--- src/sv/pctd_pkg.sv ---
`timescale 1ns / 1ps
`default_nettype none
package pctd_pkg;

  localparam logic [7:0] PCT_CHAR   = 8'h25;
  localparam logic [7:0] PLUS_CHAR  = 8'h2B;
  localparam logic [7:0] SPACE_CHAR = 8'h20;

  // command queue between front and back
  localparam int QDEPTH = 4;
  localparam int QAW    = 2;  // log2(QDEPTH)
  localparam int QLW    = 3;  // holds 0..QDEPTH

  typedef enum logic [1:0] {
    HELD_NONE  = 2'd0,
    HELD_PCT   = 2'd1,
    HELD_DIGIT = 2'd2
  } held_t;

  // up to three decoded bytes from one input byte, bytes[0] goes out first
  typedef struct packed {
    logic [1:0]      cnt;
    logic            last;
    logic [2:0][7:0] bytes;
  } cmd_t;

  typedef struct packed {
    logic           full;
    logic           empty;
    logic [QLW-1:0] level;
  } qstat_t;

  function automatic logic is_hex(input logic [7:0] b);
    return (b >= 8'h30 && b <= 8'h39) || (b >= 8'h41 && b <= 8'h46) ||
           (b >= 8'h61 && b <= 8'h66);
  endfunction

  // digits give their low nibble, letters add nine
  function automatic logic [3:0] hex_nib(input logic [7:0] b);
    logic [3:0] v;
    v = b[3:0];
    if (b[6]) v = v + 4'd9;
    return v;
  endfunction

endpackage
`default_nettype wire

--- src/sv/percent_decoder_top.sv ---
`timescale 1ns / 1ps
`default_nettype none
// channel   dir  transfer when        payload
// s_*       in   s_tvalid & s_tready  tdata[7:0] in_byte, tlast in_last
// m_*       out  m_tvalid & m_tready  tdata[7:0] out_byte, tlast out_last
// cfg_*     in   cfg_we               cfg_data plus_as_space
//
// One input byte per cycle while the command queue has room; the back end
// sends one decoded byte per cycle while m_tready allows, so a failed escape
// (up to three bytes out) keeps the back end busy while the four-entry command
// queue absorbs the input. Input passes the queue write, then the output register.
// rst is synchronous: it clears held state, queue, output valid and
// plus_as_space. s_tready drops only when the command queue is full.
module percent_decoder_top import pctd_pkg::*; (
  input  wire logic       clk,
  input  wire logic       rst,
  input  wire logic       s_tvalid,
  output logic            s_tready,
  input  wire logic [7:0] s_tdata,   // [7:0] in_byte
  input  wire logic       s_tlast,   // in_last
  output logic            m_tvalid,
  input  wire logic       m_tready,
  output logic [7:0]      m_tdata,   // [7:0] out_byte
  output logic            m_tlast,   // out_last
  input  wire logic       cfg_we,
  input  wire logic       cfg_data   // plus_as_space
);

  logic   plus_as_space;
  logic   push;
  logic   pop;
  cmd_t   cmd;
  cmd_t   head;
  qstat_t stat;
  held_t  held;

  // form-mode switch; the user must write it only while idle, the block does not enforce this
  always_ff @(posedge clk) begin
    if (rst) plus_as_space <= 1'b0;
    else if (cfg_we) plus_as_space <= cfg_data;
  end

  // front: escape tracking, turns each accepted byte into a short command, or none while an escape is held
  pctd_front u_front (
    .clk     (clk),
    .rst     (rst),
    .s_valid (s_tvalid),
    .s_byte  (s_tdata),
    .s_last  (s_tlast),
    .q_full  (stat.full),
    .s_ready (s_tready),
    .push    (push),
    .cmd     (cmd),
    .held    (held)
  );

  pctd_queue u_queue (
    .clk      (clk),
    .rst      (rst),
    .push     (push),
    .push_cmd (cmd),
    .pop      (pop),
    .head     (head),
    .stat     (stat)
  );

  // back: plays each command out a byte at a time into the output register
  pctd_back u_back (
    .clk           (clk),
    .rst           (rst),
    .head          (head),
    .stat          (stat),
    .plus_as_space (plus_as_space),
    .m_tready      (m_tready),
    .pop           (pop),
    .m_tvalid      (m_tvalid),
    .m_tdata       (m_tdata),
    .m_tlast       (m_tlast)
  );

  // queue must never be pushed past its depth
  a_queue_level: assert property (@(posedge clk) disable iff (rst)
    stat.level <= QLW'(QDEPTH))
    else $error("command queue overflow");

  // end of string leaves nothing held
  a_last_clears: assert property (@(posedge clk) disable iff (rst)
    (s_tvalid && s_tready && s_tlast) |=> (held == HELD_NONE))
    else $error("held state survives end of string");

  // form mode never lets a plus through
  a_no_plus: assert property (@(posedge clk) disable iff (rst)
    (m_tvalid && plus_as_space && $stable(plus_as_space)) |-> (m_tdata != PLUS_CHAR))
    else $error("plus byte in form mode");

endmodule
`default_nettype wire

--- src/sv/pctd_front.sv ---
`timescale 1ns / 1ps
`default_nettype none
module pctd_front import pctd_pkg::*; (
  input  wire logic       clk,
  input  wire logic       rst,
  input  wire logic       s_valid,
  input  wire logic [7:0] s_byte,
  input  wire logic       s_last,
  input  wire logic       q_full,
  output logic            s_ready,
  output logic            push,
  output cmd_t            cmd,
  output held_t           held
);

  held_t      held_next;
  logic [7:0] digit;
  logic [7:0] digit_next;
  logic       acc;
  logic       hex;

  assign s_ready = !q_full;
  assign acc     = s_valid && s_ready;
  assign hex     = is_hex(s_byte);

  // next state
  always_comb begin
    held_next  = held;
    digit_next = digit;
    if (acc) begin
      unique case (held)
        HELD_PCT: begin
          if (hex) begin
            held_next  = HELD_DIGIT;
            digit_next = s_byte;
          end else begin
            held_next = (s_byte == PCT_CHAR) ? HELD_PCT : HELD_NONE;
          end
        end
        HELD_DIGIT: begin
          if (hex) held_next = HELD_NONE;
          else held_next = (s_byte == PCT_CHAR) ? HELD_PCT : HELD_NONE;
        end
        default: begin
          held_next = (s_byte == PCT_CHAR) ? HELD_PCT : HELD_NONE;
        end
      endcase
      if (s_last) begin
        held_next  = HELD_NONE;
        digit_next = '0;
      end
    end
  end

  // outputs: bytes emitted for this input, in order
  always_comb begin
    held_t      mid;
    logic [7:0] mdig;
    logic       plain;
    logic [1:0] n;
    mid       = HELD_NONE;
    mdig      = digit;
    plain     = 1'b0;
    n         = 2'd0;
    cmd.bytes = '0;
    unique case (held)
      HELD_PCT: begin
        if (hex) begin
          mid  = HELD_DIGIT;
          mdig = s_byte;
        end else begin
          cmd.bytes[n] = PCT_CHAR;
          n            = n + 2'd1;
          plain        = 1'b1;
        end
      end
      HELD_DIGIT: begin
        if (hex) begin
          cmd.bytes[n] = {hex_nib(digit), hex_nib(s_byte)};
          n            = n + 2'd1;
        end else begin
          cmd.bytes[n] = PCT_CHAR;
          n            = n + 2'd1;
          cmd.bytes[n] = digit;
          n            = n + 2'd1;
          plain        = 1'b1;
        end
      end
      default: plain = 1'b1;
    endcase
    if (plain) begin
      if (s_byte == PCT_CHAR) begin
        mid = HELD_PCT;
      end else begin
        cmd.bytes[n] = s_byte;
        n            = n + 2'd1;
      end
    end
    // end of string: flush whatever is still held
    if (s_last) begin
      if (mid == HELD_PCT) begin
        cmd.bytes[n] = PCT_CHAR;
        n            = n + 2'd1;
      end else if (mid == HELD_DIGIT) begin
        cmd.bytes[n] = PCT_CHAR;
        n            = n + 2'd1;
        cmd.bytes[n] = mdig;
        n            = n + 2'd1;
      end
    end
    cmd.cnt  = n;
    cmd.last = s_last;
    push     = acc && (n != 2'd0);
  end

  always_ff @(posedge clk) begin
    if (rst) begin
      held  <= HELD_NONE;
      digit <= '0;
    end else begin
      held  <= held_next;
      digit <= digit_next;
    end
  end

endmodule
`default_nettype wire

--- src/sv/pctd_queue.sv ---
`timescale 1ns / 1ps
`default_nettype none
module pctd_queue import pctd_pkg::*; (
  input  wire logic clk,
  input  wire logic rst,
  input  wire logic push,
  input  wire cmd_t push_cmd,
  input  wire logic pop,
  output cmd_t      head,
  output qstat_t    stat
);

  cmd_t           entries [QDEPTH];
  logic [QAW-1:0] wr_ptr;
  logic [QAW-1:0] rd_ptr;
  logic [QLW-1:0] level;

  assign head       = entries[rd_ptr];
  assign stat.level = level;
  assign stat.full  = (level == QLW'(QDEPTH));
  assign stat.empty = (level == '0);

  always_ff @(posedge clk) begin
    if (push) entries[wr_ptr] <= push_cmd;
  end

  always_ff @(posedge clk) begin
    if (rst) begin
      wr_ptr <= '0;
      rd_ptr <= '0;
      level  <= '0;
    end else begin
      if (push) wr_ptr <= wr_ptr + 1'b1;
      if (pop) rd_ptr <= rd_ptr + 1'b1;
      if (push && !pop) level <= level + 1'b1;
      else if (pop && !push) level <= level - 1'b1;
    end
  end

endmodule
`default_nettype wire

--- src/sv/pctd_back.sv ---
`timescale 1ns / 1ps
`default_nettype none
module pctd_back import pctd_pkg::*; (
  input  wire logic       clk,
  input  wire logic       rst,
  input  wire cmd_t       head,
  input  wire qstat_t     stat,
  input  wire logic       plus_as_space,
  input  wire logic       m_tready,
  output logic            pop,
  output logic            m_tvalid,
  output logic [7:0]      m_tdata,
  output logic            m_tlast
);

  logic [1:0] idx;
  logic       load;
  logic       fin;
  logic [7:0] sel;

  // output slot refills from a non-empty queue whenever it is empty or being drained
  assign load = !stat.empty && (!m_tvalid || m_tready);
  assign sel  = head.bytes[idx];
  assign fin  = (idx == head.cnt - 2'd1);
  assign pop  = load && fin;

  always_ff @(posedge clk) begin
    if (rst) begin
      m_tvalid <= 1'b0;
      idx      <= '0;
    end else if (load) begin
      m_tvalid <= 1'b1;
      idx      <= fin ? 2'd0 : idx + 2'd1;
    end else if (m_tready) begin
      m_tvalid <= 1'b0;
    end
  end

  always_ff @(posedge clk) begin
    if (load) begin
      m_tdata <= (plus_as_space && sel == PLUS_CHAR) ? SPACE_CHAR : sel;
      m_tlast <= head.last && fin;
    end
  end

endmodule
`default_nettype wire

--- config.mk ---
export PLATFORM = sky130hd
export DESIGN_NAME = percent_decoder_top
export DESIGN_NICKNAME = d
export VERILOG_FILES = /design/src/sv/pctd_pkg.sv /design/src/sv/percent_decoder_top.sv /design/src/sv/pctd_front.sv /design/src/sv/pctd_queue.sv /design/src/sv/pctd_back.sv
export SDC_FILE = /design/constraint.sdc
export NUM_CORES = 1
export LEC_CHECK = 0
export BUFFER_PORTS_ARGS = -buffer_cell sky130_fd_sc_hd__buf_2
export CAP_MARGIN = 10
export CORE_MARGIN = 4
export CORE_UTILIZATION = 56
export CTS_BUF_LIST = sky130_fd_sc_hd__clkbuf_16
export DETAILED_ROUTE_END_ITERATION = 10
export PLACE_DENSITY = 0.76
export SYNTH_ARGS = -nofsm -noshare
export SYNTH_HDL_FRONTEND = slang
export SYNTH_SLANG_ARGS = --single-unit
--- constraint.sdc ---
create_clock -name clk -period 5.5 [get_ports clk]
set_clock_uncertainty 0.15 [all_clocks]
set_input_delay 1.1 -clock clk [delete_from_list [all_inputs] [get_ports clk]]
set_output_delay 1.1 -clock clk [all_outputs]
set_load 0.005 [all_outputs]
# Yosys cells after proc, flatten, opt, wreduce, memory -nomap -nowiden
# Memories as Yosys holds them, arrays and structs flattened. A register that Yosys moved wholly into a read port is not among the register bits.
# Index checks and enable logic that the tools add are counted.
totals:
  register_bits: 30
  ramBits: 108
  out_inout_bits: 11
  elab_cells: 126
  mem_count: 1
classes:
  addsub: 11
  n_lt_le_gt_ge: 13
  eq_ne: 8
  muxes: 53
  bitwise_logic: 3
  n_reduce_logical: 27
mem_list:
  columns: ["name", "depth", "width", "read_ports", "rd_clocked_by_memory_dff", "write_ports", "line_no", "text"]
  rows:
  - ["u_queue.entries", 4, 27, 1, 1, 1, "pctd_queue.sv:13", "cmd_t entries [QDEPTH];"]
ops:
  columns: ["cell", "count"]
  rows:
  - ["24-bit 2-to-1 mux", 5]
  - ["8-bit 2-to-1 mux", 10]
  - ["24-bit bitwise mux", 2]
  - ["8-bit demux with 2-bit select", 3]
  - ["2-bit 2-to-1 mux", 16]
  - ["8-bit binary-select mux with 2-bit select", 1]
  - ["8-bit by 6-bit equality test with 1-bit output (second input constant)", 2]
  - ["8-bit by 7-bit >= comparator with 1-bit output (second input constant)", 2]
  - ["8-bit by 7-bit <= comparator with 1-bit output (second input constant)", 2]
  - ["8-bit case mux with 2 select lines", 1]
  - ["15-bit AND", 1]
  - ["15-bit NOT", 1]
  - ["1-bit logical AND", 14]
  - ["2-bit by 1-bit adder with 2-bit output (second input constant)", 6]
  - ["2-bit by 3-bit less-than comparator with 1-bit output (second input constant)", 4]
  - ["9-bit OR", 1]
  - ["4-bit adder (second input constant)", 2]
  - ["8-bit by 6-bit >= comparator with 1-bit output (second input constant)", 1]
  - ["8-bit by 6-bit <= comparator with 1-bit output (second input constant)", 1]
  - ["1-bit 2-to-1 mux", 8]
  - ["4-bit 2-to-1 mux", 2]
  - ["2-bit case mux with 2 select lines", 2]
  - ["2-bit by 1-bit >= comparator with 1-bit output (second input constant)", 3]
  - ["3-bit 2-to-1 mux", 2]
  - ["other kinds (13)", 23]

# Depth between registers and ports, before layout
# Gate-level depths: netlist (run 1).
depth:
  word_depth: 20
  ltp_mapped: 22

# Modules after synthesis
# From an unflattened synthesis (run 1), not the netlist that was laid out.
hier_totals:
  cells_unflattened: 441
  area_unflattened_um2: 6562.5
modules_own_cells:
  columns: ["module", "instances", "cells_per_inst", "area_per_inst_um2", "seq_area_each_um2"]
  rows:
  - ["pctd_queue", 1, 185, 4372.9, 3423.3]
  - ["pctd_front", 1, 193, 1466.4, 200.2]
  - ["pctd_back", 1, 60, 689.4, 330.3]
  - ["percent_decoder_top", 1, 3, 33.8, 20.0]

# Least setup slack after synthesis (run 1)
# Ideal clock, no wire load.
synth_path:
  kind: "input port to flip-flop"
  startpoint: "input s_tdata[1]"
  endpoint: "register u_queue.level[2]"
  arrival_time_ns: 5.420
  required_ns: 5.280
  slack_ns: -0.141
  path_stages: 21
  n_path_buf: 1
  cell_sequence: "inv_1 > ha_1 > or4b_4 > o2111a_1 > a311o_1 > buf_6 > mux2i_4 > ha_1 > mux2i_1 > nand2b_1 > ha_1 > o21ai_0 > nor4_1 > nor4_2 > a41oi_4 > ha_1 > inv_1 > fa_1 > xor2_1 > or3_1 > a21oi_1"
synth_via:
  elab_chain_len: 19
  elab_cells_between_ends: 38
  classes_between: "add/sub (3); order compare (6); eq/ne (3); mux (15); reduce/logical (11)"
synth_lines:
  columns: ["element", "line_no", "text"]
  rows:
  - ["start: declaration", "percent_decoder_top.sv:19", "input wire logic [7:0] s_tdata,"]
  - ["8-bit by 6-bit >= comparator with 1-bit output (tied with other cells)", "pctd_pkg.sv:34", "return (b >= 8'h30 && b <= 8'h39) || (b >= 8'h41 && b <= 8'h46) ||"]
  - ["1-bit logical AND", "pctd_pkg.sv:34", null]
  - ["1-bit logical OR (2 in series)", "pctd_pkg.sv:34", null]
  - ["2-bit 2-to-1 mux or 1-bit 2-to-1 mux (tied branches)", "pctd_front.sv:78, pctd_front.sv:68", null]
  - ["2-bit case mux with 2 select lines", "pctd_front.sv:66", "unique case (held)"]
  - ["2-bit by 1-bit adder with 2-bit output", "pctd_front.sv:96", "n = n + 2'd1;"]
  - ["2-bit 2-to-1 mux", "pctd_front.sv:92", "if (s_byte == PCT_CHAR) begin"]
  - ["2-bit 2-to-1 mux", "pctd_front.sv:91", "if (plain) begin"]
  - ["[3 not listed]", null, null]
  - ["2-bit 2-to-1 mux", "pctd_front.sv:101", "if (mid == HELD_PCT) begin"]
  - ["2-bit 2-to-1 mux *", "pctd_front.sv:100", "if (s_last) begin"]
  - ["2-bit nonzero test *", "pctd_front.sv:113", "push = acc && (n != 2'd0);"]
  - ["1-bit logical AND *", "pctd_front.sv:113", null]
  - ["via push", "percent_decoder_top.sv:30", "logic push;"]
  - ["1-bit zero test", "pctd_queue.sv:36", "else if (pop && !push) level <= level - 1'b1;"]
  - ["1-bit logical AND", "pctd_queue.sv:36", null]
  - ["2-bit nonzero test (no line)", null, null]
  - ["end signal: assignment", "pctd_queue.sv:35", "if (push && !pop) level <= level + 1'b1;"]
  - ["end signal: assignment", "pctd_queue.sv:36", null]
  - ["end: declaration", "pctd_queue.sv:16", "logic [QLW-1:0] level;"]
# The timed path passes the listed nets; every way through them passes the cells marked *.
# A chain may end at the register's enable or synchronous reset.

# Final worst setup path (run 1)
# Ends and elaborated chain as after synthesis.

==> metrics.txt, run 1 <==
Die H=116.1 um; largest net degree at the start of global routing=28; Hold Crit Class=flip-flop to flip-flop; diode count=0; WP data arrival=approximately 5.5 ns; Setup TNS Final=0 ns; startpoint types=input port; Crit Path Max Fanout=3; slowest cell on the critical path=or4b_4; RSZ-0062 raised after global routing=no; Vias/cell=approximately 6.0; GRT Total Usage=23.19%; Synth Area in Compound Gates=a little under a tenth; Post-synth top cells=edfxtp_1 (117), nor2_1 (35), mux4_2 (27), nand2_1 (27), dfxtp_1 (23); IO Port Bufs=25; die footprint=13,480 um^2; CP Data Required Time=about 5.7 ns; drt drc=0; multiplexer area fraction after synthesis=between 10% and 20%; slowest cell delay on critical path=between 0.4 and 0.5 ns; Synth Flop Type=edfxtp_1; most common cell in the synthesized netlist=edfxtp_1; sequential area share after synthesis=around 60%; count of pins over their slew limit=0; clock root cell=clkbuf_16; Crit Path Class=input port to flip-flop; post-CTS setup buffers=0; gate count of the mapped netlist=~470; maximum vdd drop=just under 0.3 mV; share of post-route cells with drive strength above 1=25.42%; ANT nets after route=0; Std-Cell Rows=39; largest family of logic cells by synthesized area=multiplexers; die width=between 100 and 150 um; post-synthesis simple-gate area fraction=under 10%; leak pwr=0.002732 uW; synthesized-area fraction occupied by adder cells=4.128%; clock transition at the registers of the reported paths=~0.06 ns; H-tree depth=4; clock tree from TritonCTS=yes; 1st-pass router iterations=5; Max Buffers Root-to-Sink=2; antenna violations before repair=0; syn_area_per_cell=14.05 um^2; Place WS=-0.1515 ns; synthesized cell area=around 6500 um^2; CTS resizes=0; CP bufs+invs=3; fin area=between 7000 and 8000 um^2; minimum clock period=5.250 ns; syn_nets=roughly 500; drt wl/cell=21.42 um; Routability Congestion=around 0.94; Largest delay share family, worst path=simple AND/OR/NAND/NOR gates; Cell Pwr Density=410.9 nW/um^2; final setup fails=0; cts hold-fix bufs=0; Skew-Pair Late Insertion Delay=between 0.4 and 0.5 ns; Post-Route WL=~15 mm; Max Cap Viol=0; Starting Density=57.33%; status=complete, no violations; Worst Tran Pin Value=slightly above 0.7 ns; Post-synth EDFFs=around 120; DPL Wire Length=about 10 mm; Hold Fails Final Rpt=0; non-filler instance count after layout=about 680; First DRT Iteration DRCs=around 380; Clock Sinks=140; Async SR Flop Fraction=0%; vias in the first global route=about 4,200; Yosys cell types=60; first-pass GRT wire length=~23 mm; Yosys top cell by area=edfxtp_1; Yosys warnings=0; top cell type's share of synthesized area=53.67%; Placement Cell Area=7083 um^2; # IOs=26; CORE AREA=11,420 um^2; P&R area growth vs syn=16.65%; Final period util=a little over nine tenths; Worst Setup End Kind=flip-flop; Worst Slack Setup Final=approximately 0.25 ns; slew margin rel.=roughly half; synth top area cells=edfxtp_1 (54%), mux4_2 (9.3%), dfxtp_1 (7.0%), ha_1 (3.8%), mux2i_1 (2.1%); Power, Total=roughly 3100 uW; critical path cell sequence=buf_2 -> inv_1 -> ha_1 -> or4b_4 -> o2111a_1 -> a311o_1 -> mux2i_4 -> ha_1 -> mux2i_1 -> nand2b_4 -> ha_4 -> o21ai_0 -> nor4_1 -> nor4_2 -> a41oi_4 -> ha_2 -> inv_1 -> fa_2 -> xor2_1 -> or3_1 -> a21oi_1; Num CTS Buffers=17; Yosys reg bits=140; post-synthesis xor/xnor area fraction=under 10%; fin nets=about 560; Fmax achieved=about 190 MHz; Placed Instances=around 650; Overflow after GRT=0; Via Count=4,079
-- placed cells by master, fill, tap and decap left out, types with 3 or more instances in the layout --
| cell | synthesis | final |
|---|---|---|
| mux2i_1 | 14 | 14 |
| buf_12 | 0 | 4 |
| nor2_1 | 35 | 35 |
| nor2b_1 | 6 | 6 |
| and2_1 | 9 | 9 |
| o21a_1 | 3 | 3 |
| a31oi_1 | 3 | 3 |
| buf_4 | 0 | 27 |
| nand3_1 | 12 | 12 |
| inv_8 | 0 | 3 |
| a32o_1 | 3 | 3 |
| a21o_1 | 3 | 3 |
| xnor2_1 | 7 | 7 |
| nand2b_1 | 5 | 4 |
| and3_1 | 6 | 6 |
| nand2_1 | 27 | 27 |
| o22a_1 | 3 | 3 |
| o21ai_0 | 15 | 15 |
| o22ai_1 | 6 | 6 |
| a22oi_1 | 9 | 9 |
| dfxtp_1 | 23 | 22 |
| buf_2 | 4 | 25 |
| mux4_2 | 27 | 27 |
| ha_1 | 20 | 16 |
| inv_6 | 0 | 6 |
| o21ai_1 | 4 | 4 |
| nor3_1 | 8 | 8 |
| inv_1 | 22 | 21 |
| edfxtp_1 | 117 | 117 |
| clkbuf_16 | 0 | 17 |
| nor3b_1 | 3 | 3 |
| a21oi_1 | 18 | 18 |
| clkinvlp_4 | 0 | 3 |
| xor2_1 | 3 | 3 |
| nor4_1 | 3 | 3 |
-- worst reg2reg max path, stage by stage (launching register included) --
cell,delay [ns]
dfxtp_1,0.33
inv_1,0.06
ha_1,0.44
nand2_1,0.15
ha_1,0.34
mux2i_1,0.20
nand2b_4,0.21
ha_4,0.14
o21ai_0,0.08
nor4_1,0.36
nor4_2,0.13
a41oi_4,0.16
ha_2,0.21
inv_1,0.05
fa_2,0.33
xor2_1,0.17
or3_1,0.30
a21oi_1,0.15
-- routing by layer --
layer / global-route usage [%] / vias up / share of wire [%]
met5: 0 / - / 0
met2: 37.63 / 132 / 51
met3: 5.078 / 21 / 5.2
met1: 31.29 / 2019 / 42
li1: - / 1907 / -
met4: 8.198 / 0 / 2.0
-- layout make-up --
| class | count | area (um^2) |
|---|---|---|
| well taps | 143 | 178.9 |
| inverters | 22 | 82.58 |
| clock inverters | 15 | 127.6 |
| fillers | 820 | 3782 |
| clock buffers | 17 | 425.4 |
| multi-input cells | 285 | 2439 |
| repair buffers | 56 | 407.9 |
| flip-flops and latches | 140 | 3975 |
-- registers in the layout, summed over array words and instances, names as in the netlist, named ones only --
signal and cells:
u_queue.entries 108, u_back.m_tdata 8, u_front.digit 8, u_queue.level 3
u_back.idx 2, u_front.held 2, u_queue.rd_ptr 2, u_queue.wr_ptr 2
plus_as_space 1, u_back.m_tlast 1, u_back.m_tvalid 1
-- per-stage QoR --
step / utilization, % / hold WS [ns]
finish: 66.87 / 0.3291
global route: 66.87 / 0.3682
CTS: 66.87 / 0.3306
detailed placement: 62.03 / 0.3210
global placement: 62.03 / 0.3087
floorplan: - / 0.2992
-- power breakdown --
group          internal [uW]  switching, uW
registers               1320           62.6
logic                    314            382
clock network            592            468
total                   2230            912
-- final timing paths --
check                                       from                to  slack [ns]  cells after the start
worst min register to register  u_front.digit[5]  u_front.digit[5]        0.33                      2
worst max-delay path                  s_tdata[1]  u_queue.level[2]        0.25                     21
worst min-delay path            u_front.digit[5]  u_front.digit[5]        0.33                      2
worst max register to register   u_front.held[0]  u_queue.level[2]        1.50                     17
-- cell families after synthesis --
logic type / Yosys count
multiplexers: 44
buffers and inverters: 41
flip-flops: 140
adder cells (fa/ha/maj): 21
AND/OR/NAND/NOR: 125
AO/OA/AOI/OAI: 85
XOR/XNOR: 10
(Power assumes the default switching activity.)
==> inputs of run 2 (changes only) <==
SYNTH_HIERARCHICAL = 1   (was unset)
==> run 2 against run 1 <==
- clock power barely moved
- final area fell by 3.3%
- total power rose by 0.48%
- clock-buffer cell count rose by 2
- critical path type unchanged
- critical endpoint is now u_queue/level[2]
==> metrics.txt, run 2 <==
Num CTS Buffers=17 (unchanged); Crit Path Class=input port to flip-flop; syn_nets=475 (-5.4%); cts hold-fix bufs=0 (unchanged); Skew-Pair Late Insertion Delay=0.41 ns (about the same); Via Count=3,990 (-2.2%); Overflow after GRT=0 (unchanged); slew margin rel.=43.40% (-8.3 points); ANT nets after route=0 (unchanged); IO Port Bufs=25 (unchanged); Clock Sinks=140 (unchanged); most common cell in the synthesized netlist=edfxtp_1; Post-Route WL=13.43 mm (-7.5%); CTS resizes=0 (unchanged); Hold Fails Final Rpt=0 (unchanged); die footprint=13,520 um^2 (+0.23%); Max Cap Viol=0 (unchanged); gate count of the mapped netlist=441 (-5.4%); P&R area growth vs syn=12.51%; Routability Congestion=0.9522 (+1.0%); most frequent cells in the layout=edfxtp_1 (117), inv_1 (25), buf_2 (25); slowest cell on the critical path=or3b_1; Power, Total=3153 uW (+0.48%); clock root cell=clkbuf_16; status=complete, no violations; Std-Cell Rows=39 (unchanged); post-CTS setup buffers=0 (unchanged); Placed Instances=605 (-6.3%); Biggest register=u_queue/entries; RSZ-0062 raised after global routing=no; CP Data Required Time=5.69 ns (about the same); Fmax achieved=197.2 MHz (+3.5%); die width=116.3 um (+0.12%); # IOs=26 (unchanged); Hold Crit Class=flip-flop to flip-flop; leak pwr=0.002617 uW (-4.2%); CP most frequent cell=ha_1; H-tree depth=4 (unchanged); Setup TNS Final=0 ns (unchanged); critical path cell sequence=buf_2 -> inv_1 -> ha_1 -> or3b_1 -> and2_1 -> nand3_2 -> mux2i_1 -> ha_1 -> and2_1 -> nand2_1 -> and2_1 -> ha_1 -> o21a_1 -> o31a_1 -> o32ai_2 -> a31oi_1 -> ha_1 -> inv_1 -> fa_1 -> xor2_1 -> or3_1 -> a21oi_1; drt drc=0 (unchanged); max FFs per register=108 (unchanged); Die H=116.3 um (+0.12%); minimum clock period=5.071 ns (-0.1787 ns); synthesized cell area=6563 um^2 (+0.25%); Cell Pwr Density=427.0 nW/um^2 (+3.9%); Yosys warnings=6 (+6); sequential area share after synthesis=60.55% (-0.15 points); clock tree from TritonCTS=yes; Final period util=92.20% (-3.2 points); final setup fails=0 (unchanged); GRT Total Usage=21.52% (-1.7 points); biggest regs=u_queue/entries (108), u_back/m_tdata (8), u_front/digit (8); share of post-route cells with drive strength above 1=21.46% (-4.0 points); maximum vdd drop=0.3006 mV (+3.9%); final core occ=64.39% (-2.5 points); top cell type's share of synthesized area=53.54% (-0.13 points); startpoint types=input port; Crit Path Max Fanout=3 (unchanged); syn_area_per_cell=14.88 um^2 (+5.9%); DPL Wire Length=8.875 mm (-9.9%); vias in the first global route=3,934 (-6.6%); Post-synth top cells=edfxtp_1 (117), dfxtp_1 (23), nand2_1 (23); M1 GR Usage=28.51% (-2.8 points); slowest cell delay on critical path=0.41 ns (-0.07 ns); Synth Flop Type=edfxtp_1; 1st-pass router iterations=5 (unchanged); antenna violations before repair=0 (unchanged); WP data arrival=5.26 ns (-0.19 ns); non-filler instance count after layout=637 (-6.0%); met2 Use GR=35.51% (-2.1 points); drt wl/cell=21.09 um (-1.6%); clock transition at the registers of the reported paths=0.06 ns (about the same); Yosys reg bits=140 (unchanged); hold depth=1 (-1); met3 Track Usage GR=5.855% (+0.78 points); Worst Tran Pin Value=0.8479 ns (+0.1245 ns); first-pass GRT wire length=21.63 mm (-6.1%); global routing's busiest layer=met2; CORE AREA=11,470 um^2 (+0.43%); Yosys cell types=68 (+13%); Yosys top cell by area=edfxtp_1; diode count=0 (unchanged); synth top area cells=edfxtp_1 (54%), dfxtp_1 (7.0%), mux4_2 (6.9%), ha_1 (3.4%), mux4_1 (2.8%); First DRT Iteration DRCs=282 (-26%); worst r2r path cells=18 (+1); Worst Setup End Kind=flip-flop; count of pins over their slew limit=0 (unchanged); Async SR Flop Fraction=0% (unchanged); largest net degree at the start of global routing=28 (unchanged); Post-synth EDFFs=117 (unchanged); commonest non-fill, non-tap cell in the layout=edfxtp_1; Max Buffers Root-to-Sink=2 (unchanged); fin nets=515 (-7.7%); Starting Density=57.23% (-0.10 points); Vias/cell=6.264 (+4.1%)
==> run 2: cell types whose count changed after synthesis, moves of 5 or more <==
cell      delta
nor2_1      -13
clkbuf_1     -8
o21ai_0      -8
mux4_1       +7
mux4_2       -7
a22o_1       +6
nand3_1      -6
buf_2        +5
==> run 2: final timing paths <==
check,end,slack [ns],from
max,u_queue/level[2],0.43,s_tdata[0]
min,u_front/digit[5],0.34,u_front/digit[5]
max reg2reg,u_queue/level[2],1.35,u_front/held[0]
min reg2reg,u_front/digit[5],0.34,u_front/digit[5]
==> run 2: layout make-up <==
class,count,area [um^2]
fill,775,4084
sequential,140,3975
multi-input combinational,260,2357
clock buffer,19,475.5
timing repair buffer,40,237.7
tap,143,178.9
inverter,22,82.58
clock inverter,13,76.32
==> run 2: critical path, delay by kind of cell <==
family | cells | cell delay, ns
adder cells (fa/ha/maj) | 5 | 1.27
multiplexers | 1 | 0.26
AO/OA/AOI/OAI | 5 | 0.77
XOR/XNOR | 1 | 0.18
buffers and inverters | 3 | 0.26
AND/OR/NAND/NOR | 7 | 1.44
==> run 2: per-stage QoR <==
step	worst slack (ns)	hold slack [ns]	instance area (um^2)
floorplan	0.05437	0.2807	6563
global placement	0.2469	0.3167	6832
detailed placement	0.05317	0.3284	6832
CTS	0.4731	0.3395	7383
global route	0.1271	0.3556	7383
finish	0.4289	0.3410	7383
==> run 2: routing by layer <==
metal	vias up	share of wire (%)
met5	-	0
met4	0	0.80
met3	10	5.8
met2	135	51
met1	2034	43
li1	1811	-
==> run 2: cell families (layout without fill, tap and decap cells) <==
kind of cell,after synthesis,after routing,synth area share [%]
DFF,140,140,60.55
xor gates and xnor gates,12,12,1.716
and+or+nand+nor,98,98,8.370
buffers and inverters,41,94,3.527
muxes,40,40,11.67
AOI/OAI and AO/OA,91,91,10.43
adders and majority gates,19,19,3.737
==> run 2: where the power goes <==
| group | internal (uW) | leakage (uW) | total, uW | switching, uW |
|---|---|---|---|---|
| Sequential | 1330 | 0.00124 | 1410 | 78.4 |
| Clock | 621 | 0.000270 | 1030 | 413 |
| Combinational | 328 | 0.00110 | 711 | 384 |
| Total | 2280 | 0.00262 | 3150 | 875 |
==> inputs of run 3 (changes only) <==
PLACE_DENSITY = 0.87   (was 0.76)
==> run 3 against run 2 <==
- register-to-register slack hardly changed
- via count is 0.83% higher
- non-clock buffer count fell by 2
- combinational power fell by 3.4%
- sequential share of layout area rose by 0.33 points
- highest routed layer unchanged
- sequential power about the same
- largest power group unchanged
- first-iteration DRC count increased by 46%
- critical path depth stayed put
==> metrics.txt, run 3 (same netlist as run 2, synthesis figures left out) <==
status=complete, no violations; GRT Total Usage=22.25% (+0.73 points); startpoint types=input port; Clock Sinks=140 (unchanged); Skew-Pair Late Insertion Delay=0.41 ns (about the same); Hold Fails Final Rpt=0 (unchanged); Placement Cell Area=6815 um^2 (-0.24%); Crit Path Class=input port to flip-flop; die footprint=13,520 um^2 (unchanged); # IOs=26 (unchanged); final setup fails=0 (unchanged); first-pass GRT wire length=21.91 mm (+1.3%); Max Buffers Root-to-Sink=2 (unchanged); P&R area growth vs syn=11.78%; largest net degree at the start of global routing=28 (unchanged); biggest regs=u_queue/entries (108), u_back/m_tdata (8), u_front/digit (8); Hold Path Sink=u_front/digit[5]; Post-Route WL=13.87 mm (+3.2%); vias in the first global route=4,008 (+1.9%); Std-Cell Rows=39 (unchanged); clock tree from TritonCTS=yes; DPL Wire Length=9.319 mm (+5.0%); commonest non-fill, non-tap cell in the layout=edfxtp_1; Via Count=4,023 (+0.83%); ANT nets after route=0 (unchanged); drt drc=0 (unchanged); Biggest register=u_queue/entries; CTS resizes=0 (unchanged); final core occ=63.97% (-0.41 points); maximum vdd drop=0.2814 mV (-6.4%); Worst Setup End Kind=flip-flop; Overflow after GRT=0 (unchanged); Final period util=93.56% (+1.4 points); CP Data Required Time=5.69 ns (about the same); Cell Pwr Density=425.6 nW/um^2 (-0.33%); CORE AREA=11,470 um^2 (unchanged); worst r2r path cells=18 (unchanged); Power, Total=3122 uW (-0.97%); fin area=7336 um^2 (-0.64%); Crit Reg-Reg Endpoint=u_queue/level[2]; share of post-route cells with drive strength above 1=20.12% (-1.3 points); hold_sp=u_front/digit[5]; 1st-pass router iterations=5 (unchanged); diode count=0 (unchanged); slew margin rel.=39.30% (-4.1 points); Max Cap Viol=0 (unchanged); worst r2r src=u_front/held[0]; fin nets=513 (-0.39%); R2R Setup Slk=1.36 ns (about the same); cts hold-fix bufs=0 (unchanged); Num CTS Buffers=17 (unchanged); Fmax achieved=194.3 MHz (-1.4%); Die H=116.3 um (unchanged); die width=116.3 um (unchanged); Worst Tran Pin Value=0.9092 ns (+0.06128 ns); count of pins over their slew limit=0 (unchanged); RSZ-0062 raised after global routing=no; antenna violations before repair=0 (unchanged); First DRT Iteration DRCs=412 (+46%); Crit Path Max Fanout=6 (+3); clock transition at the registers of the reported paths=0.05 ns (about the same); drt wl/cell=21.84 um (+3.6%); most frequent cells in the layout=edfxtp_1 (117), inv_1 (27), buf_2 (25); leak pwr=0.002610 uW (-0.25%); Hold Crit Class=flip-flop to flip-flop; hold depth=1 (unchanged); Starting Density=57.23% (unchanged); post-CTS setup buffers=0 (unchanged); minimum clock period=5.146 ns (+0.07445 ns); Vias/cell=6.335 (+1.1%); max FFs per register=108 (unchanged); H-tree depth=4 (unchanged); IO Port Bufs=25 (unchanged); WP data arrival=5.34 ns (+0.08 ns); clock root cell=clkbuf_16; hold_ws=0.3476 ns (+0.006586 ns); Routability Congestion=0.9295 (-2.4%)
-- run 3: routing by layer --
| layer | routed length (um) | share of wire, % | vias up | GRT usage (%) |
|---|---|---|---|---|
| met5 | 0 | 0 | - | 0 |
| met4 | 259 | 1.9 | 0 | 6.806 |
| met3 | 981 | 7.1 | 21 | 5.907 |
| met2 | 6972 | 50 | 207 | 36.23 |
| met1 | 5653 | 41 | 1988 | 29.59 |
| li1 | - | - | 1807 | - |
-- run 3: where the power goes --
part	internal, uW	switching (uW)
clock network	602	394
registers	1330	109
logic	327	360
total	2260	863
-- run 3: area by class of cell --
class	instances	area [um^2]
fillers	770	4131
flip-flops and latches	140	3974
multi-input cells	260	2357
clock buffers	17	425.4
repair buffers	38	222.7
well taps	143	178.9
clock inverters	15	95.09
inverters	22	82.58
-- run 3: worst max-delay path by stage --
| stage | from | end | slack (ns) | cells past startpoint |
|---|---|---|---|---|
| global placement | s_tdata[0] | u_queue/level[2] | 0.18 | 22 |
| global route | s_tdata[0] | u_queue/level[2] | 0.14 | 21 |
| finish | s_tdata[0] | u_queue/level[2] | 0.35 | 22 |
| floorplan | s_tdata[0] | u_queue/level[2] | 0.05 | 20 |
| CTS | s_tdata[0] | u_queue/level[2] | 0.39 | 22 |
| detailed placement | s_tdata[0] | u_queue/level[2] | -0.03 | 22 |
-- run 3: per-stage QoR --
stage               setup slack (ns)  TNS (ns)  cells
global route                  0.1380         0    635
detailed placement          -0.02719  -0.02719    603
floorplan                    0.05437         0    441
global placement              0.1762         0    603
finish                        0.3545         0    635
CTS                           0.3920         0    635
-- run 3: worst max-delay path, stage by stage --
cell and delay, ns:
buf_2 0.10, inv_1 0.07, ha_1 0.22, or3b_1 0.41, and2_1 0.21, nand3_2 0.14, mux2i_1 0.29, ha_1 0.19
and2_1 0.16, nand2_1 0.07, and2_1 0.19, ha_1 0.27, o21a_1 0.12, o31a_1 0.15, o32ai_2 0.09, a31oi_1 0.25
ha_1 0.23, inv_1 0.07, fa_1 0.37, xor2_1 0.17, or3_1 0.30, a21oi_1 0.14
